### src/wsfr_pkg.sv
// Shared types and constants for the WebSocket frame receiver.
package wsfr_pkg;

  localparam logic [7:0] HdrFinBit   = 8'h80;
  localparam logic [7:0] OpcodeMask  = 8'h0F;
  localparam logic [7:0] Len7Mask    = 8'h7F;
  localparam logic [6:0] Len16Code   = 7'd126;
  localparam logic [6:0] Len64Code   = 7'd127;
  localparam logic [3:0] Len16Bytes  = 4'd2;
  localparam logic [3:0] Len64Bytes  = 4'd8;
  localparam logic [3:0] KeyBytes    = 4'd4;

  localparam logic KindHeader  = 1'b0;
  localparam logic KindPayload = 1'b1;

  typedef enum logic [4:0] {
    PH_FIRST   = 5'b00001,
    PH_SECOND  = 5'b00010,
    PH_EXTLEN  = 5'b00100,
    PH_KEY     = 5'b01000,
    PH_PAYLOAD = 5'b10000
  } wsfr_phase_t;

  typedef struct packed {
    logic       valid;
    logic [7:0] data;
  } wsfr_item_t;

  typedef struct packed {
    logic        kind;
    logic        fin;
    logic [3:0]  opcode;
    logic        masked;
    logic [63:0] frame_length;
    logic [7:0]  data_byte;
    logic        last;
  } wsfr_result_t;

endpackage

### src/wsfr_in_reg.sv
// Input register stage holding one received byte.
module wsfr_in_reg
  import wsfr_pkg::*;
(
  input  logic       clk,
  input  logic       rst_n,
  input  logic       in_valid,
  input  logic [7:0] in_byte,
  output logic       in_stall,
  input  logic       advance,
  output wsfr_item_t item
);

  logic       valid_r, valid_nxt;
  logic [7:0] data_r, data_nxt;

  assign in_stall = valid_r && !advance;

  always_comb begin
    valid_nxt = valid_r;
    data_nxt  = data_r;
    if (!in_stall) begin
      valid_nxt = in_valid;
      data_nxt  = in_byte;
    end
  end

  always_ff @(posedge clk) begin
    if (!rst_n) begin
      valid_r <= 1'b0;
    end else begin
      valid_r <= valid_nxt;
    end
    data_r <= data_nxt;
  end

  assign item.valid = valid_r;
  assign item.data  = data_r;

endmodule

### src/wsfr_parser.sv
// Frame header parser, payload unmasking and frame state.
module wsfr_parser
  import wsfr_pkg::*;
(
  input  logic         clk,
  input  logic         rst_n,
  input  logic         fire,
  input  logic [7:0]   data,
  output logic         res_valid,
  output wsfr_result_t res
);

  wsfr_phase_t phase_r, phase_nxt;
  logic        fin_r, fin_nxt;
  logic [3:0]  op_r, op_nxt;
  logic        mask_r, mask_nxt;
  logic [63:0] len_r, len_nxt;
  logic [3:0]  cnt_r, cnt_nxt;
  logic [31:0] key_r, key_nxt;
  logic [63:0] rem_r, rem_nxt;
  logic [1:0]  idx_r, idx_nxt;

  logic        len_done;
  logic        hdr_done;
  logic [6:0]  len7;
  logic [31:0] key_sh;
  logic [7:0]  pay_byte;
  logic        pay_last;

  always_comb begin
    phase_nxt = phase_r;
    fin_nxt   = fin_r;
    op_nxt    = op_r;
    mask_nxt  = mask_r;
    len_nxt   = len_r;
    cnt_nxt   = cnt_r;
    key_nxt   = key_r;
    rem_nxt   = rem_r;
    idx_nxt   = idx_r;
    len_done  = 1'b0;
    hdr_done  = 1'b0;
    res_valid = 1'b0;
    len7      = data[6:0] & Len7Mask[6:0];
    key_sh    = key_r << {idx_r, 3'b000};
    pay_byte  = data ^ (mask_r ? key_sh[31:24] : 8'h00);
    pay_last  = (rem_r[63:1] == 63'd0);
    res       = '0;

    unique case (phase_r)
      PH_SECOND: begin
        mask_nxt = data[7];
        if (len7 == Len16Code || len7 == Len64Code) begin
          cnt_nxt   = (len7 == Len16Code) ? Len16Bytes : Len64Bytes;
          len_nxt   = '0;
          phase_nxt = PH_EXTLEN;
        end else begin
          len_nxt  = {57'd0, len7};
          len_done = 1'b1;
        end
      end
      PH_EXTLEN: begin
        len_nxt = {len_r[55:0], data};
        cnt_nxt = cnt_r - 4'd1;
        if (cnt_nxt == 4'd0) begin
          len_done = 1'b1;
        end
      end
      PH_KEY: begin
        key_nxt = {key_r[23:0], data};
        cnt_nxt = cnt_r - 4'd1;
        if (cnt_nxt == 4'd0) begin
          hdr_done = 1'b1;
        end
      end
      PH_PAYLOAD: begin
        idx_nxt = idx_r + 2'd1;
        if (rem_r != 64'd0) begin
          rem_nxt = rem_r - 64'd1;
        end
        if (pay_last) begin
          phase_nxt = PH_FIRST;
        end
        res_valid        = 1'b1;
        res.kind         = KindPayload;
        res.data_byte    = pay_byte;
        res.last         = pay_last;
      end
      default: begin
        fin_nxt   = |(data & HdrFinBit);
        op_nxt    = data[3:0] & OpcodeMask[3:0];
        phase_nxt = PH_SECOND;
      end
    endcase

    if (len_done) begin
      if (mask_nxt) begin
        key_nxt   = '0;
        cnt_nxt   = KeyBytes;
        phase_nxt = PH_KEY;
      end else begin
        hdr_done = 1'b1;
      end
    end

    if (hdr_done) begin
      rem_nxt       = len_nxt;
      idx_nxt       = '0;
      cnt_nxt       = '0;
      phase_nxt     = (len_nxt == 64'd0) ? PH_FIRST : PH_PAYLOAD;
      res_valid     = 1'b1;
      res.kind      = KindHeader;
      res.data_byte = '0;
      res.last      = (len_nxt == 64'd0);
    end

    res.fin          = fin_nxt;
    res.opcode       = op_nxt;
    res.masked       = mask_nxt;
    res.frame_length = len_nxt;
  end

  always_ff @(posedge clk) begin
    if (!rst_n) begin
      phase_r <= PH_FIRST;
      fin_r   <= 1'b0;
      op_r    <= '0;
      mask_r  <= 1'b0;
      len_r   <= '0;
      cnt_r   <= '0;
      key_r   <= '0;
      rem_r   <= '0;
      idx_r   <= '0;
    end else if (fire) begin
      phase_r <= phase_nxt;
      fin_r   <= fin_nxt;
      op_r    <= op_nxt;
      mask_r  <= mask_nxt;
      len_r   <= len_nxt;
      cnt_r   <= cnt_nxt;
      key_r   <= key_nxt;
      rem_r   <= rem_nxt;
      idx_r   <= idx_nxt;
    end
  end

endmodule

### src/wsfr_out_reg.sv
// Result register driving the output channel.
module wsfr_out_reg
  import wsfr_pkg::*;
(
  input  logic         clk,
  input  logic         rst_n,
  input  logic         load,
  input  wsfr_result_t res,
  input  logic         out_stall,
  output logic         out_valid,
  output wsfr_result_t out_res
);

  logic         valid_r, valid_nxt;
  wsfr_result_t res_r, res_nxt;

  always_comb begin
    valid_nxt = valid_r;
    res_nxt   = res_r;
    if (load) begin
      valid_nxt = 1'b1;
      res_nxt   = res;
    end else if (!out_stall) begin
      valid_nxt = 1'b0;
    end
  end

  always_ff @(posedge clk) begin
    if (!rst_n) begin
      valid_r <= 1'b0;
    end else begin
      valid_r <= valid_nxt;
    end
    res_r <= res_nxt;
  end

  assign out_valid = valid_r;
  assign out_res   = res_r;

endmodule

### src/websocket_frame_receiver_core.sv
// A result is loaded into the result register when its byte leaves the input register.
// Throughput: one byte per cycle; the input register and the result register
// stand either side of the parser, so a byte moves on whenever the result
// register is empty or being drained.
// Reset (rst_n, synchronous): both stages empty, parser waits for a first header byte.
module websocket_frame_receiver_core
  import wsfr_pkg::*;
(
  input  logic        clk,
  input  logic        rst_n,
  input  logic        in_valid,
  input  logic [7:0]  in_byte,
  output logic        in_stall,
  output logic        out_valid,
  input  logic        out_stall,
  output logic        out_kind,
  output logic        out_fin,
  output logic [3:0]  out_opcode,
  output logic        out_masked,
  output logic [63:0] out_frame_length,
  output logic [7:0]  out_data_byte,
  output logic        out_last
);

  wsfr_item_t   item;
  wsfr_result_t res;
  wsfr_result_t out_res;
  logic         res_valid;
  logic         advance;

  assign advance = item.valid && (!out_valid || !out_stall);

  wsfr_in_reg u_in_reg (
    .clk      (clk),
    .rst_n    (rst_n),
    .in_valid (in_valid),
    .in_byte  (in_byte),
    .in_stall (in_stall),
    .advance  (advance),
    .item     (item)
  );

  wsfr_parser u_parser (
    .clk       (clk),
    .rst_n     (rst_n),
    .fire      (advance),
    .data      (item.data),
    .res_valid (res_valid),
    .res       (res)
  );

  wsfr_out_reg u_out_reg (
    .clk       (clk),
    .rst_n     (rst_n),
    .load      (advance && res_valid),
    .res       (res),
    .out_stall (out_stall),
    .out_valid (out_valid),
    .out_res   (out_res)
  );

  assign out_kind         = out_res.kind;
  assign out_fin          = out_res.fin;
  assign out_opcode       = out_res.opcode;
  assign out_masked       = out_res.masked;
  assign out_frame_length = out_res.frame_length;
  assign out_data_byte    = out_res.data_byte;
  assign out_last         = out_res.last;

endmodule

### config.mk
export PLATFORM = sky130hd
export DESIGN_NAME = websocket_frame_receiver_core
export DESIGN_NICKNAME = d
export VERILOG_FILES = /design/src/wsfr_pkg.sv /design/src/wsfr_in_reg.sv /design/src/wsfr_parser.sv /design/src/wsfr_out_reg.sv /design/src/websocket_frame_receiver_core.sv
export SDC_FILE = /design/constraint.sdc
export NUM_CORES = 1
export LEC_CHECK = 0
export BUFFER_PORTS_ARGS = -buffer_cell sky130_fd_sc_hd__buf_4
export CELL_PAD_IN_SITES_DETAIL_PLACEMENT = 1
export CELL_PAD_IN_SITES_GLOBAL_PLACEMENT = 1
export CORE_MARGIN = 3
export CORE_UTILIZATION = 47
export CTS_CLUSTER_SIZE = 24
export DETAILED_ROUTE_END_ITERATION = 7
export HOLD_SLACK_MARGIN = 0.06
export MAX_ROUTING_LAYER = met4
export PLACE_DENSITY = 0.78
export REMOVE_ABC_BUFFERS = 1
export SYNTH_ARGS = -nofsm -noshare
export SYNTH_HDL_FRONTEND = slang
export SYNTH_SLANG_ARGS = --single-unit
### constraint.sdc
create_clock -name clk -period 5.25 [get_ports clk]
set_clock_uncertainty 0.2 [all_clocks]
set_input_delay 1.05 -clock clk [delete_from_list [all_inputs] [get_ports clk]]
set_output_delay 1.05 -clock clk [all_outputs]
set_load 0.02 [all_outputs]
### Word-level counts from Yosys, hierarchy flattened

Index checks and enable logic that the tools add are counted.

* add/subtract/negate cells: 3
* equality and inequality tests: 7
* shift-type cells: 1
* mux-type cells: 39
* bitwise operators: 2
* reductions and logical operators: 19

Operator list (number)
* two-way mux 64 bit: 3
* one-hot mux 64 bit (2 select lines): 1
* two-way mux 32 bit: 3
* logical NOT 64 bit: 1
* nonzero test 64 bit: 1
* subtractor 64 x 1 -> 64 bit, second input constant: 1
* logical NOT 63 bit: 1
* << shifter 32 x 5 -> 32 bit: 1
* two-way mux 5 bit: 6
* two-way mux 4 bit: 6
* one-hot mux 5 bit (3 select lines): 1
* equality test 7 bit, second input constant: 2
* two-way mux 1 bit: 13
* two-way mux 8 bit: 1
* one-hot mux 4 bit (2 select lines): 1
* XOR 8 bit: 1
* two-way mux 7 bit: 1
* equality test 5 x 2 -> 1 bit, second input constant: 1
* equality test 5 x 3 -> 1 bit, second input constant: 1
* equality test 5 x 4 -> 1 bit, second input constant: 1
* equality test 5 bit, second input constant: 1
* logical NOT 4 bit: 1
* two-way mux 2 bit: 2
* nonzero test 2 bit: 2
* 12 further kinds: 18

* register bits after elaboration: 267
* output and inout port bits: 82
* logic and storage cells: 90

### Depth between registers and ports, before layout

Gate-level depths: netlist of run 1.

* depth in word-level cells: 9
* gate-level depth with buffers: 11
* mapped depth without buffers: 9

### By module

From an unflattened synthesis of run 1, not the netlist that was laid out.

* cells, all modules: 1362
* area, all modules: 12515.8 um2

Modules (own cells, without submodules)
* wsfr_parser: times used 1, cells an instance 1264, area each 9771.9 um2, seq. area each 3543.4 um2
* wsfr_out_reg: times used 1, cells an instance 83, area each 2433.6 um2, seq. area each 2422.3 um2
* wsfr_in_reg: times used 1, cells an instance 13, area each 292.8 um2, seq. area each 260.2 um2
* websocket_frame_receiver_core: times used 1, cells an instance 2, area each 17.5 um2, seq. area each 0.0 um2

### Worst setup path before layout of run 1

OpenSTA, ideal clock, no wires.

* kind: input to register
* start: in out_stall
* end: reg u_out_reg.res_r (netlist bit u_out_reg.out_res[0]), enable pin
* data arrival time: 3.529 ns
* data required time: 4.616 ns
* slack: 1.087 ns
* stages on the path: 6
* cell sequence: nand2_1 -> and2_1 -> clkbuf_1 -> buf_1 -> o21ai_0 -> inv_1

* cells in the longest elaborated chain, start to end: 4

Ends and longest elaborated chain
* start, declared: line websocket_frame_receiver_core.sv:15 `input logic out_stall,`
* logical NOT 1 bit
* logical OR 1 bit: line websocket_frame_receiver_core.sv:31 `assign advance = item.valid && (!out_valid || !out_stall);`
* logical AND 1 bit: line websocket_frame_receiver_core.sv:31
* logical AND 1 bit: line websocket_frame_receiver_core.sv:55 `.load (advance && res_valid),`
* named net u_out_reg.load: line wsfr_out_reg.sv:7 `input logic load,`
* end signal, assigned: line wsfr_out_reg.sv:34 `res_r <= res_nxt;`
* end, declared: line wsfr_out_reg.sv:15 `wsfr_result_t res_r, res_nxt;`

The timed path passes the listed nets, and every way through them passes these cells.
A chain may end at the register's enable or synchronous reset.

### Worst setup path in the final report of run 1

* start: reg u_parser.phase_r[4]
* end: reg u_out_reg.res_r (netlist bit u_out_reg.out_res[57]), enable pin

* cells in the longest elaborated chain, start to end: 6
* elaborated cells between the ends (all ways): 12
* classes of those cells: 4 x eq/ne; 7 x mux; 1 x reduce/logical

Ends and longest elaborated chain
* start, declared: line wsfr_parser.sv:13 `wsfr_phase_t phase_r, phase_nxt;`
* start signal, assigned: line wsfr_parser.sv:134 `phase_r <= phase_nxt;`
* equality test 5 x 4 -> 1 bit / equality test 5 x 2 -> 1 bit (equally long branches): line wsfr_parser.sv:49 `unique case (phase_r)`
* two-way mux 1 bit: line wsfr_parser.sv:49
* two-way mux 1 bit: line wsfr_parser.sv:96 `if (mask_nxt) begin`
* two-way mux 1 bit: line wsfr_parser.sv:95 `if (len_done) begin`
* two-way mux 1 bit (*): line wsfr_parser.sv:105 `if (hdr_done) begin`
* logical AND 1 bit (*): line websocket_frame_receiver_core.sv:55
* named net u_out_reg.load: line wsfr_out_reg.sv:7

Mark *: on every way through the listed nets, which the timed path passes. The rest lies on a longest branch.

==> flow_summary.yaml, run 1 <==
synth:
  syn_avg_cell_area_um2: 9.18
  asyncSetResetFlopFracSynth_pct: 0
  synth_edf_count: 88
  netlist_area_mm2: 0.0125
  ys_warn_count: 0
  yosys-top-cells-count: "nand2_1, dfxtp_1, nor2_1, a21oi_1, edfxtp_1"
  ys_seq_area_share_pct: 49.9
  synth_most_common_cell: "nand2_1"
  synth.distinct_cells: 86
  synth_top_area_cell: "dfxtp_1"
  synth.area.top_cells: "dfxtp_1, edfxtp_1, nand2_1"
  synth_ff_type: "dfxtp_1"
  synthCells: 1359
  synth_top_cell_area_share_pct: 28.7
  synth-seq-cells: 267
floorplan:
  fp-row-count: 59
  start_util_pct: 47.9
  core_area_mm2: 0.0261
  die-area_mm2: 0.0285
  die_x_um: 169
  die-height_um: 169
  ioPinCount: 94
clocking:
  clockBufferDepth: 3
  clkSinkCount: 267
  cts_tree: "built"
  cts_buffers: 30
  path_clk_slew_ps: 60
  hold_buffers: 0
  clock-root-buffer: "clkbuf_16"
  cts_resized: 0
  clk_latency_ps: 560
  cts-htree-levels: 1
  cts_setup_buffers: 0
global_route:
  grt_use_total_pct: 30.7
  grt_pass1_wl_um: 67600
  grt_antenna_before_repair: 0
  grt_pass1_vias: 11400
  grt.overflow.total: 0
  grt_max_degree: 51
timing:
  worstMarginPinSlew_ps: 1140
  fmax_ghz: 0.233
  slew_headroom_pct: 23.1
  min_period_ps: 4280
  finalHoldViolations: 0
  setup_slack_ps: 967
  setup_violations: 0
  drv_slew: 0
  min_period_over_period_pct: 81.6
  rsz0062_at_grt: "false"
worst_setup_path:
  cp.arrival_ps: 4270
  end_kind: "flop"
  r2r_slack_ps: 970
  path_max_fanout: 42
  crit_chain: "nor3_2 > nand2_1 > mux2i_1 > o2bb2ai_4 > o21ai_0 > clkinv_2 > buf_4"
  cp.required_ps: 5230
  crit_type: "reg -> reg"
  r2r-start: "u_parser.phase_r[4]"
  slowest_delay_ps: 600
  critPathSlowestCell: "nor3_2"
  worstSetupStartpointType: "flop"
  timing.critical_path.from: "u_parser.phase_r[4]"
finish:
  instances_no_fill: 1776
  drive_gt1_share_pct: 15.6
  final_util_pct: 55.6
  fill_cells: 2974
  n_antenna_cell: 0
  syn2layout_area_growth_pct: 16.1
  nNetsFinal: 1433
detailed_routing:
  avgViaCountPerCell: 6.43
  ant_nets: 0
  drt_iter0_drc: 1178
  vias: 11400
  drc_errors: 0
  wl_per_cell_um: 24.3
  wl_um: 43100
  dr.pass1.iters: 5
power_and_ir_drop:
  worst_ir_drop_vdd_v: 0.000308
  total_leakage_power_nw: 5.39
  p_per_area_mw_per_mm2: 338
hold_path:
  hold_start: "u_parser.key_r[24]"
  hold_path_class: "reg -> reg"
placement:
  place.gp.congestion: 0.917
  portBuffers: 93
  placed_cells: 1720
  preCtsSetupSlack_ps: 1000
  hpwlAfterDp_um: 29400
run:
  maxCapViolCount: 0
run_status:
  outcome: "finished, final reports clean"
==> power breakdown <==
part           switching [mW]  internal [mW]  leakage [nW]
registers              0.0570           2.17          2.26
logic                   0.337          0.152          2.62
clock network           0.873           1.30         0.499
total                    1.27           3.62          5.39
==> cell type report <==
| class | count | area [um2] | share of cell area, % |
|---|---|---|---|
| Sequential cell | 267 | 6230 | 43.0 |
| Multi-Input combinational cell | 963 | 5800 | 40.0 |
| Timing Repair Buffer | 118 | 886 | 6.12 |
| Clock buffer | 44 | 875 | 6.04 |
| Tap cell | 335 | 419 | 2.89 |
| Clock inverter | 12 | 141 | 0.976 |
| Inverter | 37 | 140 | 0.967 |
==> registers in the layout, summed over array words and instances, names as in the netlist, 2 cells and up <==
| name | cells |
|---|---|
| u_parser.idx_r | 2 |
| u_parser.op_r | 4 |
| u_parser.len_r | 64 |
| u_out_reg.out_res | 80 |
| u_parser.key_r | 32 |
| u_in_reg.data_r | 8 |
| u_parser.cnt_r | 4 |
| u_parser.rem_r | 64 |
| u_parser.phase_r | 5 |
==> per-stage QoR <==
step	power [mW]	area, um2	TNS [ps]	hold slack (ps)
after floorplan	2.57	12100	-101900	233
after global placement	2.74	13500	0	240
after detailed placement	2.75	13500	0	248
after CTS	4.90	14500	0	256
after global routing	5.06	14500	0	273
final	4.89	14500	0	254
==> metal layers <==
| metal | share of wire (%) | global-route usage [%] |
|---|---|---|
| met4 | 3.4 | 10.2 |
| met5 | 0 | - |
| met1 | 45 | 42.3 |
| met3 | 6.5 | 5.23 |
| met2 | 45 | 46.1 |
==> layout by cell type, fill, tap and decap left out, types with 14 or more instances in the layout <==
master and n:
o22ai_1 20, a211oi_1 25, nand4_1 17, clkbuf_16 31
nor4_1 24, inv_1 35, nand2_1 184, a22o_1 46
a22oi_1 23, buf_4 118, o21ai_0 41, a32o_1 14
dfxtp_1 179, nor3_1 60, a21oi_1 101, nor2_1 152
edfxtp_1 88, a31oi_1 15, nand3_1 34
==> logic make-up after synthesis <==
group | after synthesis | share of synthesized area (%)
buf+inv | 129 | 4.13
xor+xnor | 9 | 0.632
fa+ha+maj | 4 | 0.401
mux | 16 | 2.14
compound gates | 385 | 21.5
simple gates | 549 | 21.3
flops | 267 | 49.9
==> worst paths after layout <==
| check | cells past startpoint | to |
|---|---|---|
| max reg2reg | 7 | u_out_reg.out_res[57] |
| min | 2 | u_parser.key_r[24] |
| max | 7 | u_out_reg.out_res[57] |
| min reg2reg | 2 | u_parser.key_r[24] |
==> worst max-delay path, delay by kind of cell (launching register included) <==
kind	cells	cell delay [ps]
buffers and inverters	2	1150
multiplexers	1	550
AO/OA/AOI/OAI	2	730
flip-flops	1	360
AND/OR/NAND/NOR	2	870
No activity file was read; power rests on OpenSTA's default activity.
==> run 2, diff against run 1 <==
--- a/config.mk
+++ b/config.mk
@@ -5,16 +5,17 @@
 export SDC_FILE = /design/constraint.sdc
 export NUM_CORES = 1
 export LEC_CHECK = 0
+export ABC_AREA = 1
 export BUFFER_PORTS_ARGS = -buffer_cell sky130_fd_sc_hd__buf_4
 export CELL_PAD_IN_SITES_DETAIL_PLACEMENT = 1
 export CELL_PAD_IN_SITES_GLOBAL_PLACEMENT = 1
 export CORE_MARGIN = 3
-export CORE_UTILIZATION = 47
+export CORE_UTILIZATION = 40
 export CTS_CLUSTER_SIZE = 24
 export DETAILED_ROUTE_END_ITERATION = 7
 export HOLD_SLACK_MARGIN = 0.06
 export MAX_ROUTING_LAYER = met4
-export PLACE_DENSITY = 0.78
+export PLACE_DENSITY = 0.74
 export REMOVE_ABC_BUFFERS = 1
 export SYNTH_ARGS = -nofsm -noshare
 export SYNTH_HDL_FRONTEND = slang
==> constraint.sdc (replaced) <==
create_clock -name clk -period 3.9 [get_ports clk]
set_clock_uncertainty 0.2 [all_clocks]
set_input_delay 0.78 -clock clk [delete_from_list [all_inputs] [get_ports clk]]
set_output_delay 0.78 -clock clk [all_outputs]
set_load 0.02 [all_outputs]
==> run 2 against run 1 <==
Compared with the run above: synthesized cell count is 43% higher; core utilization is 8.8 points lower; sequential share of layout area shrank 3.4 points; power increased by 38%; cell count rose by 39%; largest power group unchanged.
==> flow_summary.yaml, run 2 <==
synth:
  synth_most_common_cell: "nand2_1"
  syn_avg_cell_area_um2: 7.07
  ys_seq_area_share_pct: 45.4
  synth-seq-cells: 267
  netlist_area_mm2: 0.0137
  yosys-top-cells-count: "nand2_1, nor2_1, inv_1, o21ai_0, dfxtp_1"
  synth_ff_type: "dfxtp_1"
  synth.distinct_cells: 41
  asyncSetResetFlopFracSynth_pct: 0
  ys_warn_count: 0
  synth_top_cell_area_share_pct: 26.2
  synth.area.top_cells: "dfxtp_1, edfxtp_1, nand2_1"
  synth_top_area_cell: "dfxtp_1"
  synth_edf_count: 88
  synthCells: 1937
timing:
  min_period_over_period_pct: 82.2
  slew_headroom_pct: 23.1
  setup_violations: 0
  fin_hold_ws_ps: 176
  worstMarginPinSlew_ps: 1140
  finalSetupTns_ps: 0
  rsz0062_at_grt: "false"
  fmax_ghz: 0.312
  drv_slew: 0
  finalHoldViolations: 0
  min_period_ps: 3200
power_and_ir_drop:
  worst_ir_drop_vdd_v: 0.000362
  p_per_area_mw_per_mm2: 430
  total_leakage_power_nw: 7.56
clocking:
  cts-htree-levels: 1
  cts_setup_buffers: 0
  clockBufferDepth: 3
  cts_tree: "built"
  clock-root-buffer: "clkbuf_16"
  clk_latency_ps: 580
  hold_buffers: 0
  cts_buffers: 31
  path_clk_slew_ps: 60
  clkSinkCount: 267
  cts_resized: 0
finish:
  final-seq-area_mm2: 0.00623
  mostFrequentLayoutCells: "nand2_1, nor2_1, inv_1, o21ai_0, dfxtp_1"
  drive_gt1_share_pct: 10.0
  final_area_mm2: 0.0157
  nNetsFinal: 2011
  fill_cells: 4302
  final_common_cell: "nand2_1"
  largest_reg_flops: 80
  multi_input_area_mm2: 0.00613
  final_util_pct: 46.8
  n_antenna_cell: 0
  syn2layout_area_growth_pct: 14.8
floorplan:
  fp-row-count: 67
  start_util_pct: 40.8
  ioPinCount: 94
  die_x_um: 191
  die-area_mm2: 0.0365
  core_area_mm2: 0.0336
  die-height_um: 191
global_route:
  grt_antenna_before_repair: 0
  grt_pass1_vias: 13100
  grt_pass1_wl_um: 72500
  grt_max_degree: 92
  grt_use_total_pct: 25.6
  grt.overflow.total: 0
detailed_routing:
  dr.pass1.iters: 5
  drt_iter0_drc: 738
  drc_errors: 0
  wl_per_cell_um: 18.5
  vias: 12900
  ant_nets: 0
  avgViaCountPerCell: 5.23
  wl_um: 45700
worst_setup_path:
  crit_type: "reg -> reg"
  worstSetupStartpointType: "flop"
  slowest_delay_ps: 560
  r2r_cells: 13
  path_depth: 13
  end_kind: "flop"
  crit_chain: "nor2_1 > nand3_2 > inv_2 > nand3_1 > nand2_1 > nand2_1 > nand2_2 > buf_4 > nand3_1 > nor2_1 > nand3_1 > nand2_1 > a21oi_1"
  path_max_fanout: 66
  r2r_end: "u_parser.phase_r[4]"
  path_buf_inv: 2
  crit_family: "simple AND/OR/NAND/NOR gates"
  cp-endpoint: "u_parser.phase_r[4]"
  timing.critical_path.from: "u_parser.phase_r[1]"
  critPathSlowestCell: "buf_4"
  cp.arrival_ps: 3430
  r2r-start: "u_parser.phase_r[1]"
  r2r_slack_ps: 700
  cp.required_ps: 4120
run_status:
  outcome: "finished, final reports clean"
placement:
  dpl_cell_area_mm2: 0.0147
  portBuffers: 93
  place.gp.congestion: 0.907
  hpwlAfterDp_um: 32000
run:
  maxCapViolCount: 0
hold_path:
  hold_path_class: "in -> reg"
[run 2: cell type report]
| class | count | share of cell area, % |
|---|---|---|
| multi-input combinational | 1343 | 39.0 |
| tap | 448 | 3.56 |
| clock inverter | 16 | 1.24 |
| sequential | 267 | 39.6 |
| inverter | 235 | 5.63 |
| timing repair buffer | 117 | 5.74 |
| clock buffer | 42 | 5.26 |
[run 2: cell families after synthesis]
kind of cell | count (synthesis) | synth area share, %
AND/OR/NAND/NOR | 944 | 27.8
AO/OA/AOI/OAI | 352 | 13.7
adder cells (fa/ha/maj) | 4 | 0.365
flip-flops | 267 | 45.4
buffers and inverters | 327 | 9.87
XOR/XNOR | 43 | 2.75
[run 2: how the worst min path moves through the flow]
stage | start | end | slack [ps] | cells past startpoint
after global routing | in_byte[6] | u_in_reg.data_r[6] | 160 | 1
after CTS | in_byte[7] | u_in_reg.data_r[7] | 150 | 1
final | in_byte[5] | u_in_reg.data_r[5] | 180 | 1
after global placement | u_parser.rem_r[45] | u_parser.rem_r[45] | 270 | 2
after detailed placement | u_parser.rem_r[45] | u_parser.rem_r[45] | 280 | 2
after floorplan | u_parser.rem_r[45] | u_parser.rem_r[45] | 250 | 2
[run 2: report_power, final]
group,leakage (nW),internal (mW),switching (mW)
Sequential,2.22,2.93,0.0518
Combinational,4.84,0.261,0.559
Clock,0.502,1.75,1.20
Total,7.56,4.95,1.81
[run 2: layer usage]
| layer | vias up | GRT usage, % | routed length (um) |
|---|---|---|---|
| li1 | 6296 | - | - |
| met1 | 6289 | 31.9 | 20400 |
| met2 | 249 | 44.3 | 22400 |
| met3 | 84 | 2.99 | 1610 |
| met4 | 0 | 7.17 | 1340 |
| met5 | - | - | 0 |
[run 2: through the flow]
step	total power [mW]	setup slack, ps	std cells
after CTS	6.83	707	2468
after global placement	3.84	855	2410
after floorplan	3.57	-2830	1845
final	6.75	695	2468
after detailed placement	3.86	734	2410
after global routing	7.05	384	2468
